`config.mk`:
```
export PLATFORM = sky130hd
export DESIGN_NAME = zip_local_header_walker_unit
export DESIGN_NICKNAME = d
export VERILOG_FILES = /design/src/hdl/zlhw_pkg.sv /design/src/hdl/zlhw_front.sv /design/src/hdl/zlhw_queue.sv /design/src/hdl/zlhw_back.sv /design/src/hdl/zip_local_header_walker_unit.sv
export SDC_FILE = /design/constraint.sdc
export NUM_CORES = 2
export LEC_CHECK = 0
export BUFFER_PORTS_ARGS = -buffer_cell sky130_fd_sc_hd__buf_2
export CORE_MARGIN = 2
export CORE_UTILIZATION = 58
export DETAILED_ROUTE_END_ITERATION = 10
export MAX_ROUTING_LAYER = met4
export PLACE_DENSITY = 0.74
export SYNTH_ARGS = -nofsm -noshare
export SYNTH_HDL_FRONTEND = slang
export SYNTH_SLANG_ARGS = --single-unit
```
`constraint.sdc`:
```
create_clock -name aclk -period 26.4 [get_ports aclk]
set_input_delay 1.32 -clock aclk [delete_from_list [all_inputs] [get_ports aclk]]
set_output_delay 1.32 -clock aclk [all_outputs]
set_load 0.02 [all_outputs]
```
`src/hdl/zlhw_pkg.sv`:
```
// Shared types and constants for the ZIP local header walker.
// No dependencies; used by zlhw_front, zlhw_queue, zlhw_back and the top level.
`timescale 1ns / 1ps

package zlhw_pkg;

    // Result kinds
    localparam logic [1:0] KIND_NAME = 2'd0;
    localparam logic [1:0] KIND_REC  = 2'd1;
    localparam logic [1:0] KIND_END  = 2'd2;

    // Stop reasons carried on the end result
    localparam logic [1:0] REASON_CLEAN  = 2'd0;
    localparam logic [1:0] REASON_BADSIG = 2'd1;
    localparam logic [1:0] REASON_TRUNC  = 2'd2;

    // Front-to-back queue
    localparam int Q_DEPTH = 4;
    localparam int Q_AW    = 2;

    // All results caused by one input byte, in emission order name, record, end
    typedef struct packed {
        logic        has_name;
        logic [7:0]  name_byte;
        logic        has_rec;
        logic [15:0] method;
        logic [31:0] packed_size;
        logic [31:0] plain_size;
        logic [31:0] payload_offset;
        logic [15:0] name_length;
        logic        had_descriptor;
        logic        has_end;
        logic [1:0]  reason;
        logic [15:0] index;
        logic [15:0] end_index;
    } run_t;

endpackage

```
`src/hdl/zlhw_front.sv`:
```
// Front end: parses local headers, names, skips and descriptors one byte per request.
// Produces one run_t per request that causes results. Depends on zlhw_pkg.
`timescale 1ns / 1ps

module zlhw_front #(
    parameter int INDEX_BITS  = 16,
    parameter int OFFSET_BITS = 32
) (
    input  logic              aclk,
    input  logic              aresetn,
    input  logic              in_fire,
    input  logic [7:0]        in_data_byte,
    input  logic              in_is_last,
    output logic              run_push,
    output zlhw_pkg::run_t    run
);

    localparam logic [2:0] PH_HDR  = 3'd0;
    localparam logic [2:0] PH_NAME = 3'd1;
    localparam logic [2:0] PH_SKIP = 3'd2;
    localparam logic [2:0] PH_DESC = 3'd3;
    localparam logic [2:0] PH_STOP = 3'd4;

    localparam logic [3:0][7:0] LOCAL_SIG = {8'h04, 8'h03, 8'h4B, 8'h50};
    localparam logic [31:0]     DESC_SIG  = 32'h0807_4B50;
    localparam logic [4:0]      HDR_LAST  = 5'd29;
    localparam logic [4:0]      DESC_LEN_SIGNED = 5'd16;
    localparam logic [4:0]      DESC_LEN_PLAIN  = 5'd12;
    localparam logic [4:0]      DESC_SIG_LEN    = 5'd4;

    logic [2:0]             phase_reg, phase_next;
    logic [4:0]             fbc_reg, fbc_next;
    logic [63:0]            hf0_reg, hf0_next;
    logic [63:0]            hf1_reg, hf1_next;
    logic [32:0]            skip_reg, skip_next;
    logic [OFFSET_BITS-1:0] pos_reg, pos_next;
    logic [63:0]            dbuf_reg, dbuf_next;
    logic [4:0]             dcnt_reg, dcnt_next;
    logic                   dsig_reg, dsig_next;
    logic [OFFSET_BITS-1:0] pat_reg, pat_next;
    logic [INDEX_BITS-1:0]  cnt_reg, cnt_next;
    logic                   pend_reg, pend_next;
    logic [1:0]             stop_reg, stop_next;

    always_comb begin
        logic [4:0]  k;
        logic [1:0]  sub;
        logic [15:0] nlen;
        logic [15:0] xlen;
        logic [32:0] skip_dec;
        logic        do_after;
        logic        rec_now;
        logic        rec_final;
        logic        pend_mid;
        logic        want;
        logic [4:0]  dlen;

        phase_next = phase_reg;
        fbc_next   = fbc_reg;
        hf0_next   = hf0_reg;
        hf1_next   = hf1_reg;
        skip_next  = skip_reg;
        pos_next   = pos_reg + OFFSET_BITS'(1);
        dbuf_next  = dbuf_reg;
        dcnt_next  = dcnt_reg;
        dsig_next  = dsig_reg;
        pat_next   = pat_reg;
        cnt_next   = cnt_reg;
        stop_next  = stop_reg;
        run        = '0;
        k          = fbc_reg;
        sub        = 2'd0;
        nlen       = 16'd0;
        xlen       = 16'd0;
        skip_dec   = skip_reg - 33'd1;
        do_after   = 1'b0;
        rec_now    = 1'b0;
        dlen       = DESC_LEN_PLAIN;

        case (phase_reg)
            PH_HDR: begin
                if (k == 5'd0) begin
                    hf0_next = '0;
                    hf1_next = '0;
                end
                case (k) inside
                    [5'd0:5'd3]: begin
                        if (in_data_byte != LOCAL_SIG[k[1:0]]) begin
                            phase_next = PH_STOP;
                            stop_next  = zlhw_pkg::REASON_BADSIG;
                        end
                    end
                    5'd6, 5'd7: hf0_next[16 + 8 * int'(k[0]) +: 8] = in_data_byte;
                    5'd8, 5'd9: hf0_next[8 * int'(k[0]) +: 8] = in_data_byte;
                    [5'd18:5'd21]: begin
                        sub = 2'(k - 5'd18);
                        hf0_next[32 + 8 * int'(sub) +: 8] = in_data_byte;
                    end
                    [5'd22:5'd25]: begin
                        sub = 2'(k - 5'd22);
                        hf1_next[8 * int'(sub) +: 8] = in_data_byte;
                    end
                    [5'd26:5'd29]: begin
                        sub = 2'(k - 5'd26);
                        hf1_next[32 + 8 * int'(sub) +: 8] = in_data_byte;
                    end
                    default: ;
                endcase
                if (phase_next == PH_HDR) begin
                    if (k == HDR_LAST) begin
                        nlen     = hf1_next[47:32];
                        xlen     = hf1_next[63:48];
                        fbc_next = 5'd0;
                        pat_next = pos_reg + OFFSET_BITS'(1) + OFFSET_BITS'(nlen)
                                   + OFFSET_BITS'(xlen);
                        if (nlen != 16'd0) begin
                            skip_next  = 33'(nlen);
                            phase_next = PH_NAME;
                        end else begin
                            do_after = 1'b1;
                        end
                    end else begin
                        fbc_next = k + 5'd1;
                    end
                end
            end
            PH_NAME: begin
                run.has_name  = 1'b1;
                run.name_byte = in_data_byte;
                skip_next     = skip_dec;
                if (skip_dec == 33'd0) begin
                    do_after = 1'b1;
                end
            end
            PH_SKIP: begin
                skip_next = skip_dec;
                if (skip_dec == 33'd0) begin
                    phase_next = hf0_reg[19] ? PH_DESC : PH_HDR;
                end
            end
            PH_DESC: begin
                dbuf_next = {in_data_byte, dbuf_reg[63:8]};
                dcnt_next = dcnt_reg + 5'd1;
                if (dcnt_next == DESC_SIG_LEN) begin
                    dsig_next = (dbuf_next[63:32] == DESC_SIG);
                end
                dlen = dsig_next ? DESC_LEN_SIGNED : DESC_LEN_PLAIN;
                if (dcnt_next >= dlen) begin
                    hf0_next   = {dbuf_next[31:0], hf0_reg[31:0]};
                    hf1_next   = {hf1_reg[63:32], dbuf_next[63:32]};
                    rec_now    = 1'b1;
                    dcnt_next  = 5'd0;
                    phase_next = PH_HDR;
                end
            end
            default: ;
        endcase

        // Name done: set up the skip and maybe close the entry now
        want = hf0_next[19];
        if (do_after) begin
            skip_next = 33'(hf1_next[63:48]) + 33'(hf0_next[63:32]);
            dbuf_next = '0;
            dcnt_next = 5'd0;
            dsig_next = 1'b0;
            if (!want) begin
                rec_now = 1'b1;
            end
            if (skip_next != 33'd0) begin
                phase_next = PH_SKIP;
            end else begin
                phase_next = want ? PH_DESC : PH_HDR;
            end
        end

        pend_mid  = rec_now ? 1'b0 : (do_after ? 1'b1 : pend_reg);
        rec_final = rec_now || (in_is_last && pend_mid);
        pend_next = rec_final ? 1'b0 : pend_mid;
        if (rec_final) begin
            cnt_next = cnt_reg + INDEX_BITS'(1);
        end

        run.index          = 16'(cnt_reg);
        run.has_rec        = rec_final;
        run.method         = hf0_next[15:0];
        run.packed_size    = hf0_next[63:32];
        run.plain_size     = hf1_next[31:0];
        run.payload_offset = 32'(pat_next);
        run.name_length    = hf1_next[47:32];
        run.had_descriptor = hf0_next[19];
        run.has_end        = in_is_last;
        run.end_index      = 16'(cnt_next);
        if (stop_next != zlhw_pkg::REASON_CLEAN) begin
            run.reason = stop_next;
        end else if ((phase_next == PH_HDR && fbc_next != 5'd0) || phase_next == PH_NAME) begin
            run.reason = zlhw_pkg::REASON_TRUNC;
        end else begin
            run.reason = zlhw_pkg::REASON_CLEAN;
        end
        if (!run.has_rec) begin
            run.method         = '0;
            run.packed_size    = '0;
            run.plain_size     = '0;
            run.payload_offset = '0;
            run.name_length    = '0;
            run.had_descriptor = 1'b0;
        end
        if (!run.has_end) begin
            run.reason = zlhw_pkg::REASON_CLEAN;
        end

        run_push = in_fire && (run.has_name || rec_final || in_is_last);

        // End of archive: back to the reset state
        if (in_is_last) begin
            phase_next = PH_HDR;
            fbc_next   = 5'd0;
            hf0_next   = '0;
            hf1_next   = '0;
            skip_next  = '0;
            pos_next   = '0;
            dbuf_next  = '0;
            dcnt_next  = 5'd0;
            dsig_next  = 1'b0;
            pat_next   = '0;
            cnt_next   = '0;
            pend_next  = 1'b0;
            stop_next  = zlhw_pkg::REASON_CLEAN;
        end
    end

    always_ff @(posedge aclk) begin
        if (!aresetn) begin
            phase_reg <= PH_HDR;
            fbc_reg   <= 5'd0;
            hf0_reg   <= '0;
            hf1_reg   <= '0;
            skip_reg  <= '0;
            pos_reg   <= '0;
            dbuf_reg  <= '0;
            dcnt_reg  <= 5'd0;
            dsig_reg  <= 1'b0;
            pat_reg   <= '0;
            cnt_reg   <= '0;
            pend_reg  <= 1'b0;
            stop_reg  <= zlhw_pkg::REASON_CLEAN;
        end else if (in_fire) begin
            phase_reg <= phase_next;
            fbc_reg   <= fbc_next;
            hf0_reg   <= hf0_next;
            hf1_reg   <= hf1_next;
            skip_reg  <= skip_next;
            pos_reg   <= pos_next;
            dbuf_reg  <= dbuf_next;
            dcnt_reg  <= dcnt_next;
            dsig_reg  <= dsig_next;
            pat_reg   <= pat_next;
            cnt_reg   <= cnt_next;
            pend_reg  <= pend_next;
            stop_reg  <= stop_next;
        end
    end

endmodule

```
`src/hdl/zlhw_queue.sv`:
```
// Short run queue between the parser front end and the result back end.
// Holds zlhw_pkg::run_t entries; depends on zlhw_pkg.
`timescale 1ns / 1ps

module zlhw_queue (
    input  logic           aclk,
    input  logic           aresetn,
    input  logic           push,
    input  zlhw_pkg::run_t push_run,
    input  logic           pop,
    output logic           head_valid,
    output zlhw_pkg::run_t head_run,
    output logic           full
);

    zlhw_pkg::run_t            mem [zlhw_pkg::Q_DEPTH];
    logic [zlhw_pkg::Q_AW-1:0] wr_ptr_reg, rd_ptr_reg;
    logic [zlhw_pkg::Q_AW:0]   count_reg, count_next;

    assign head_valid = (count_reg != '0);
    assign full       = (count_reg == (zlhw_pkg::Q_AW + 1)'(zlhw_pkg::Q_DEPTH));
    assign head_run   = mem[rd_ptr_reg];

    always_comb begin
        count_next = count_reg;
        if (push && !pop) begin
            count_next = count_reg + (zlhw_pkg::Q_AW + 1)'(1);
        end else if (pop && !push) begin
            count_next = count_reg - (zlhw_pkg::Q_AW + 1)'(1);
        end
    end

    always_ff @(posedge aclk) begin
        if (push) begin
            mem[wr_ptr_reg] <= push_run;
        end
    end

    always_ff @(posedge aclk) begin
        if (!aresetn) begin
            wr_ptr_reg <= '0;
            rd_ptr_reg <= '0;
            count_reg  <= '0;
        end else begin
            if (push) begin
                wr_ptr_reg <= wr_ptr_reg + (zlhw_pkg::Q_AW)'(1);
            end
            if (pop) begin
                rd_ptr_reg <= rd_ptr_reg + (zlhw_pkg::Q_AW)'(1);
            end
            count_reg <= count_next;
        end
    end

endmodule

```
`src/hdl/zlhw_back.sv`:
```
// Back end: unrolls each queued run into name, record and end results.
// Drives the registered result channel. Depends on zlhw_pkg.
`timescale 1ns / 1ps

module zlhw_back (
    input  logic           aclk,
    input  logic           aresetn,
    input  logic           q_valid,
    input  zlhw_pkg::run_t q_run,
    output logic           q_pop,
    output logic           m_valid,
    input  logic           m_ready,
    output logic [1:0]     m_kind,
    output logic [7:0]     m_name_byte,
    output logic [15:0]    m_entry_index,
    output logic [15:0]    m_method,
    output logic [31:0]    m_packed_size,
    output logic [31:0]    m_plain_size,
    output logic [31:0]    m_payload_offset,
    output logic [15:0]    m_name_length,
    output logic           m_had_descriptor,
    output logic [1:0]     m_stop_reason,
    output logic           m_last_of_run
);

    logic        valid_reg, valid_next;
    logic        done_name_reg, done_name_next;
    logic        done_rec_reg, done_rec_next;
    logic [1:0]  kind_reg;
    logic [7:0]  name_byte_reg;
    logic [15:0] index_reg;
    logic [15:0] method_reg;
    logic [31:0] packed_reg;
    logic [31:0] plain_reg;
    logic [31:0] offset_reg;
    logic [15:0] nlen_reg;
    logic        had_desc_reg;
    logic [1:0]  reason_reg;
    logic        last_reg;

    logic        load;
    logic [1:0]  pick;
    logic        pick_last;

    always_comb begin
        load = q_valid && (!valid_reg || m_ready);
        if (q_run.has_name && !done_name_reg) begin
            pick      = zlhw_pkg::KIND_NAME;
            pick_last = !q_run.has_rec && !q_run.has_end;
        end else if (q_run.has_rec && !done_rec_reg) begin
            pick      = zlhw_pkg::KIND_REC;
            pick_last = !q_run.has_end;
        end else begin
            pick      = zlhw_pkg::KIND_END;
            pick_last = 1'b1;
        end
        q_pop = load && pick_last;

        valid_next     = load ? 1'b1 : (m_ready ? 1'b0 : valid_reg);
        done_name_next = done_name_reg;
        done_rec_next  = done_rec_reg;
        if (load) begin
            if (pick_last) begin
                done_name_next = 1'b0;
                done_rec_next  = 1'b0;
            end else if (pick == zlhw_pkg::KIND_NAME) begin
                done_name_next = 1'b1;
            end else begin
                done_rec_next = 1'b1;
            end
        end
    end

    always_ff @(posedge aclk) begin
        if (!aresetn) begin
            valid_reg     <= 1'b0;
            done_name_reg <= 1'b0;
            done_rec_reg  <= 1'b0;
        end else begin
            valid_reg     <= valid_next;
            done_name_reg <= done_name_next;
            done_rec_reg  <= done_rec_next;
        end
    end

    always_ff @(posedge aclk) begin
        if (load) begin
            kind_reg      <= pick;
            last_reg      <= pick_last;
            name_byte_reg <= '0;
            method_reg    <= '0;
            packed_reg    <= '0;
            plain_reg     <= '0;
            offset_reg    <= '0;
            nlen_reg      <= '0;
            had_desc_reg  <= 1'b0;
            reason_reg    <= zlhw_pkg::REASON_CLEAN;
            index_reg     <= q_run.index;
            case (pick)
                zlhw_pkg::KIND_NAME: begin
                    name_byte_reg <= q_run.name_byte;
                end
                zlhw_pkg::KIND_REC: begin
                    method_reg   <= q_run.method;
                    packed_reg   <= q_run.packed_size;
                    plain_reg    <= q_run.plain_size;
                    offset_reg   <= q_run.payload_offset;
                    nlen_reg     <= q_run.name_length;
                    had_desc_reg <= q_run.had_descriptor;
                end
                default: begin
                    index_reg  <= q_run.end_index;
                    reason_reg <= q_run.reason;
                end
            endcase
        end
    end

    assign m_valid          = valid_reg;
    assign m_kind           = kind_reg;
    assign m_name_byte      = name_byte_reg;
    assign m_entry_index    = index_reg;
    assign m_method         = method_reg;
    assign m_packed_size    = packed_reg;
    assign m_plain_size     = plain_reg;
    assign m_payload_offset = offset_reg;
    assign m_name_length    = nlen_reg;
    assign m_had_descriptor = had_desc_reg;
    assign m_stop_reason    = reason_reg;
    assign m_last_of_run    = last_reg;

    a_end_closes_run: assert property (@(posedge aclk) disable iff (!aresetn)
        valid_reg && kind_reg == zlhw_pkg::KIND_END |-> last_reg)
        else $error("end result not marked last of run");

    a_reason_only_on_end: assert property (@(posedge aclk) disable iff (!aresetn)
        valid_reg && kind_reg != zlhw_pkg::KIND_END |-> reason_reg == zlhw_pkg::REASON_CLEAN)
        else $error("stop reason set on a non-end result");

    a_pop_needs_head: assert property (@(posedge aclk) disable iff (!aresetn)
        q_pop |-> q_valid)
        else $error("queue popped while empty");

    a_partial_run_holds: assert property (@(posedge aclk) disable iff (!aresetn)
        (done_name_reg || done_rec_reg) |-> q_valid)
        else $error("run partly emitted but queue head gone");

endmodule

```
`src/hdl/zip_local_header_walker_unit.sv`:
```
// ZIP local header walker, top level: front parser, run queue, result back end.
// A byte's results go into the run queue and from there into the registered output.
// Throughput: one byte per cycle; each result is a separate output transfer, so a byte
// that causes two or three results holds the output for each of them in turn; the
// four-entry run queue absorbs this and s_ready drops only while it is full.
// Reset: synchronous active-low aresetn clears parser state, queue and output valid.
`timescale 1ns / 1ps

module zip_local_header_walker_unit #(
    parameter int INDEX_BITS  = 16,
    parameter int OFFSET_BITS = 32
) (
    input  logic        aclk,
    input  logic        aresetn,
    input  logic        s_valid,
    output logic        s_ready,
    input  logic [7:0]  s_data_byte,
    input  logic        s_is_last,
    output logic        m_valid,
    input  logic        m_ready,
    output logic [1:0]  m_kind,
    output logic [7:0]  m_name_byte,
    output logic [15:0] m_entry_index,
    output logic [15:0] m_method,
    output logic [31:0] m_packed_size,
    output logic [31:0] m_plain_size,
    output logic [31:0] m_payload_offset,
    output logic [15:0] m_name_length,
    output logic        m_had_descriptor,
    output logic [1:0]  m_stop_reason,
    output logic        m_last_of_run
);

    logic           in_fire;
    logic           run_push;
    zlhw_pkg::run_t run;
    logic           q_full;
    logic           q_valid;
    logic           q_pop;
    zlhw_pkg::run_t q_run;

    assign s_ready = !q_full;
    assign in_fire = s_valid && s_ready;

    zlhw_front #(
        .INDEX_BITS  (INDEX_BITS),
        .OFFSET_BITS (OFFSET_BITS)
    ) u_front (
        .aclk         (aclk),
        .aresetn      (aresetn),
        .in_fire      (in_fire),
        .in_data_byte (s_data_byte),
        .in_is_last   (s_is_last),
        .run_push     (run_push),
        .run          (run)
    );

    zlhw_queue u_queue (
        .aclk       (aclk),
        .aresetn    (aresetn),
        .push       (run_push),
        .push_run   (run),
        .pop        (q_pop),
        .head_valid (q_valid),
        .head_run   (q_run),
        .full       (q_full)
    );

    zlhw_back u_back (
        .aclk             (aclk),
        .aresetn          (aresetn),
        .q_valid          (q_valid),
        .q_run            (q_run),
        .q_pop            (q_pop),
        .m_valid          (m_valid),
        .m_ready          (m_ready),
        .m_kind           (m_kind),
        .m_name_byte      (m_name_byte),
        .m_entry_index    (m_entry_index),
        .m_method         (m_method),
        .m_packed_size    (m_packed_size),
        .m_plain_size     (m_plain_size),
        .m_payload_offset (m_payload_offset),
        .m_name_length    (m_name_length),
        .m_had_descriptor (m_had_descriptor),
        .m_stop_reason    (m_stop_reason),
        .m_last_of_run    (m_last_of_run)
    );

endmodule
```
==> flow_metrics.tcl <==
set metrics [dict create \
    netlist_instances 4352 \
    dieHeight_um 308 \
    routedWlPerCell_um 24.5 \
    hold_violations 0 \
    initial_core_util_pct 58.5 \
    post-place-ws_ns 17.35 \
    reg2regPathDepth 21 \
    die_w_um 308 \
    required_ns 26.92 \
    clk_path_buf_depth 3 \
    cts_sinks 1165 \
    syn2layout_area_growth_pct 10.7 \
    dr.pass1.iters 9 \
    seq_power_share_pct 46.6 \
    cts_buffers 116 \
    maxCapViolCount 0 \
    grt_pass1_vias 34842 \
    place_congestion 0.995 \
    drive_gt1_share_pct 15.8 \
    fp-row-count 111 \
    synth_top_area_share_pct 47.8 \
    antenna_found_initial 3 \
    slew_headroom_pct 18.9 \
    dp_hpwl_mm 88.7 \
    grt.total_usage_pct 30.1 \
    synth_area_leader_cell "edfxtp_1" \
    rrSetupSlack_ns 18.11 \
    clkTransAtPathRegs_ns 0.06 \
    p_int_w 0.00348 \
    fin_crit_ns 8.42 \
    cts_setup_buffers 0 \
    synthArstFlopShare_pct 0 \
    setup_tns_ns 0 \
    synth_nets 4437 \
    power_frac_comb_pct 18.1 \
    hold_path_end "u_front.pat_reg[18]" \
    via_per_inst 6.43 \
    worst-setup-path-type "in -> reg" \
    yosysSeqAreaShare_pct 59.4 \
    hold_path.class "reg -> reg" \
    largest_register_ffs 696 \
    reg2reg_from "u_front.fbc_reg[1]" \
    ctsResizeCount 0 \
    syn_avg_cell_area_sq_um 12.3 \
    drcViolationCount 0 \
    cts_hold_buf 0 \
    fin_crit_sh_pct 31.9 \
    htree_num_levels 3 \
    setup_viol 0 \
    yosys_warnings 0 \
    worst_slack_ns 17.98 \
    path_max_fanout 24 \
    fp.dieArea_sq_um 95000 \
    max_freq_mhz 119 \
    grt_max_degree 137 \
    clock_latency_ns 0.73 \
    yosys.area_share.adder_pct 1.94 \
    grt-ovfl-total 0 \
    switching_power_w 0.00133 \
    grt_pass1_wl_mm 211 \
    num_io_pins 173 \
    critPathLaunchType "input pin" \
    num-fill-cells 6759 \
    min_from "u_front.pat_reg[18]" \
    cts_tree "built" \
    pwr_density_cell_nw_per_um2 80.9 \
    tightest_slew_ns 1.20 \
    hold_depth 2 \
    netlist_area_sq_um 53700 \
    synth-seq-cells 1165 \
    portBuffers 172 \
    path_common_cell "a21oi_1" \
    wl_mm 139 \
    outcome "finished clean" \
    synthSimpleGateAreaFrac_pct 14.5 \
    fin_worst_skew_ns 0.0217 \
    synth.most_common_cell "edfxtp_1" \
    ir_drop_mv 0.0681 \
    synth-edff-count 854 \
    synthMuxAreaShare_pct 8.24 \
    clock_power_share_pct 35.3 \
    p_sw_share_pct 27.6 \
    cts-root-buf "clkbuf_16" \
    vias 36571 \
    rsz0062_at_grt "no" \
    power.leakage_nw 20.7 \
    drv_slew 0 \
    cp_slowest_cell "or4b_2" \
    antenna_left 0 \
    synth_top_family_by_area "simple AND/OR/NAND/NOR gates" \
    core_sq_um 91700 \
    drtIter0Drc 4595 \
    slowest_delay_ns 0.70 \
    synthXorXnorAreaFrac_pct 2.22 \
    cp_data_arrival_time_ns 8.94 \
    worst_setup_path_end_kind "register" \
    synth_compound_gate_area_share_pct 10.9 \
    synthFlopType "edfxtp_1" \
    r2r-end "u_queue.mem[2][70]" \
    netlist_top_cells_count "edfxtp_1 (854), nand2_1 (409), dfxtp_1 (311), nor2_1 (283), clkbuf_1 (247)" \
    synthTopCellsByArea "edfxtp_1 (48%), dfxtp_1 (12%), mux4_2 (7.3%)" \
    synth_cell_types 108 \
    layout.nets 4484 \
]
[routing by layer]
layer	share of wire (%)	wire length, um	global-route usage [%]	vias up
met4	3.9	5370	11.5	0
li1	-	-	-	16465
met1	41	57700	41.0	18217
met5	0	0	-	-
met2	46	64700	45.6	1593
met3	8.2	11500	5.08	296
[worst max-delay path by stage]
stage,from,end,depth (start not counted)
finish,s_data_byte[0],u_queue.mem[0][33],29
global route,s_data_byte[0],u_queue.mem[2][33],29
CTS,s_data_byte[0],u_queue.mem[0][33],29
detailed placement,s_data_byte[0],u_queue.mem[3][33],29
global placement,s_data_byte[0],u_queue.mem[0][33],29
floorplan,m_ready,u_queue.count_reg[2],9
[worst max-delay path, delay by kind of cell]
family	cells	cell delay, ns
AND/OR/NAND/NOR	13	4.04
AO/OA/AOI/OAI	9	1.98
adder cells (fa/ha/maj)	3	0.96
buffers and inverters	3	0.54
XOR/XNOR	1	0.08
[power groups by stage]
stage | clock, W | combinational (W) | sequential [W]
after floorplan | 0 | 0.000436 | 0.00248
after global placement | 0 | 0.000870 | 0.00228
after detailed placement | 0 | 0.000880 | 0.00228
after CTS | 0.00172 | 0.000885 | 0.00224
after global routing | 0.00178 | 0.000933 | 0.00226
final | 0.00170 | 0.000871 | 0.00224
[through the flow]
| stage | hold slack (ns) | util [%] | instance area, sq um | instances | total power, W |
|---|---|---|---|---|---|
| 3_3_place_gp | 0.424 | 60.5 | 55400 | 5467 | 0.00315 |
| 2_1_floorplan | 0.415 | - | 53700 | 4352 | 0.00292 |
| 5_1_grt | 0.463 | 64.8 | 59400 | 5690 | 0.00497 |
| 6_report | 0.445 | 64.8 | 59400 | 5691 | 0.00481 |
| 4_1_cts | 0.444 | 64.8 | 59400 | 5688 | 0.00484 |
| 3_5_place_dp | 0.436 | 60.5 | 55400 | 5467 | 0.00316 |
[cell type report]
type / instances / area [sq um] / area share (%)
Antenna cell: 3 / 7.51 / 0.0126
Inverter: 60 / 230 / 0.388
Clock buffer: 156 / 3240 / 5.45
Clock inverter: 65 / 709 / 1.19
Sequential cell: 1165 / 31900 / 53.7
Multi-Input combinational cell: 2811 / 20400 / 34.3
Timing Repair Buffer: 245 / 1450 / 2.45
Tap cell: 1186 / 1480 / 2.50
[cells by family after synthesis]
group,after synthesis
adder cells (fa/ha/maj),72
XOR/XNOR,136
AO/OA/AOI/OAI,864
buffers and inverters,376
AND/OR/NAND/NOR,1518
multiplexers,221
flip-flops,1165
[cell usage in the layout (no fill, tap or decap), types with 77 or more instances in the layout]
master	n
o21ai_0	194
and2_1	99
buf_2	171
dfxtp_1	309
xnor2_1	77
a22oi_1	148
nor2_1	277
clkbuf_16	117
mux4_2	174
nand2_1	407
nand3_1	123
and3_1	173
edfxtp_1	854
a21oi_1	146
nor2b_1	177
Note: power is estimated with default switching activity, not from simulation.
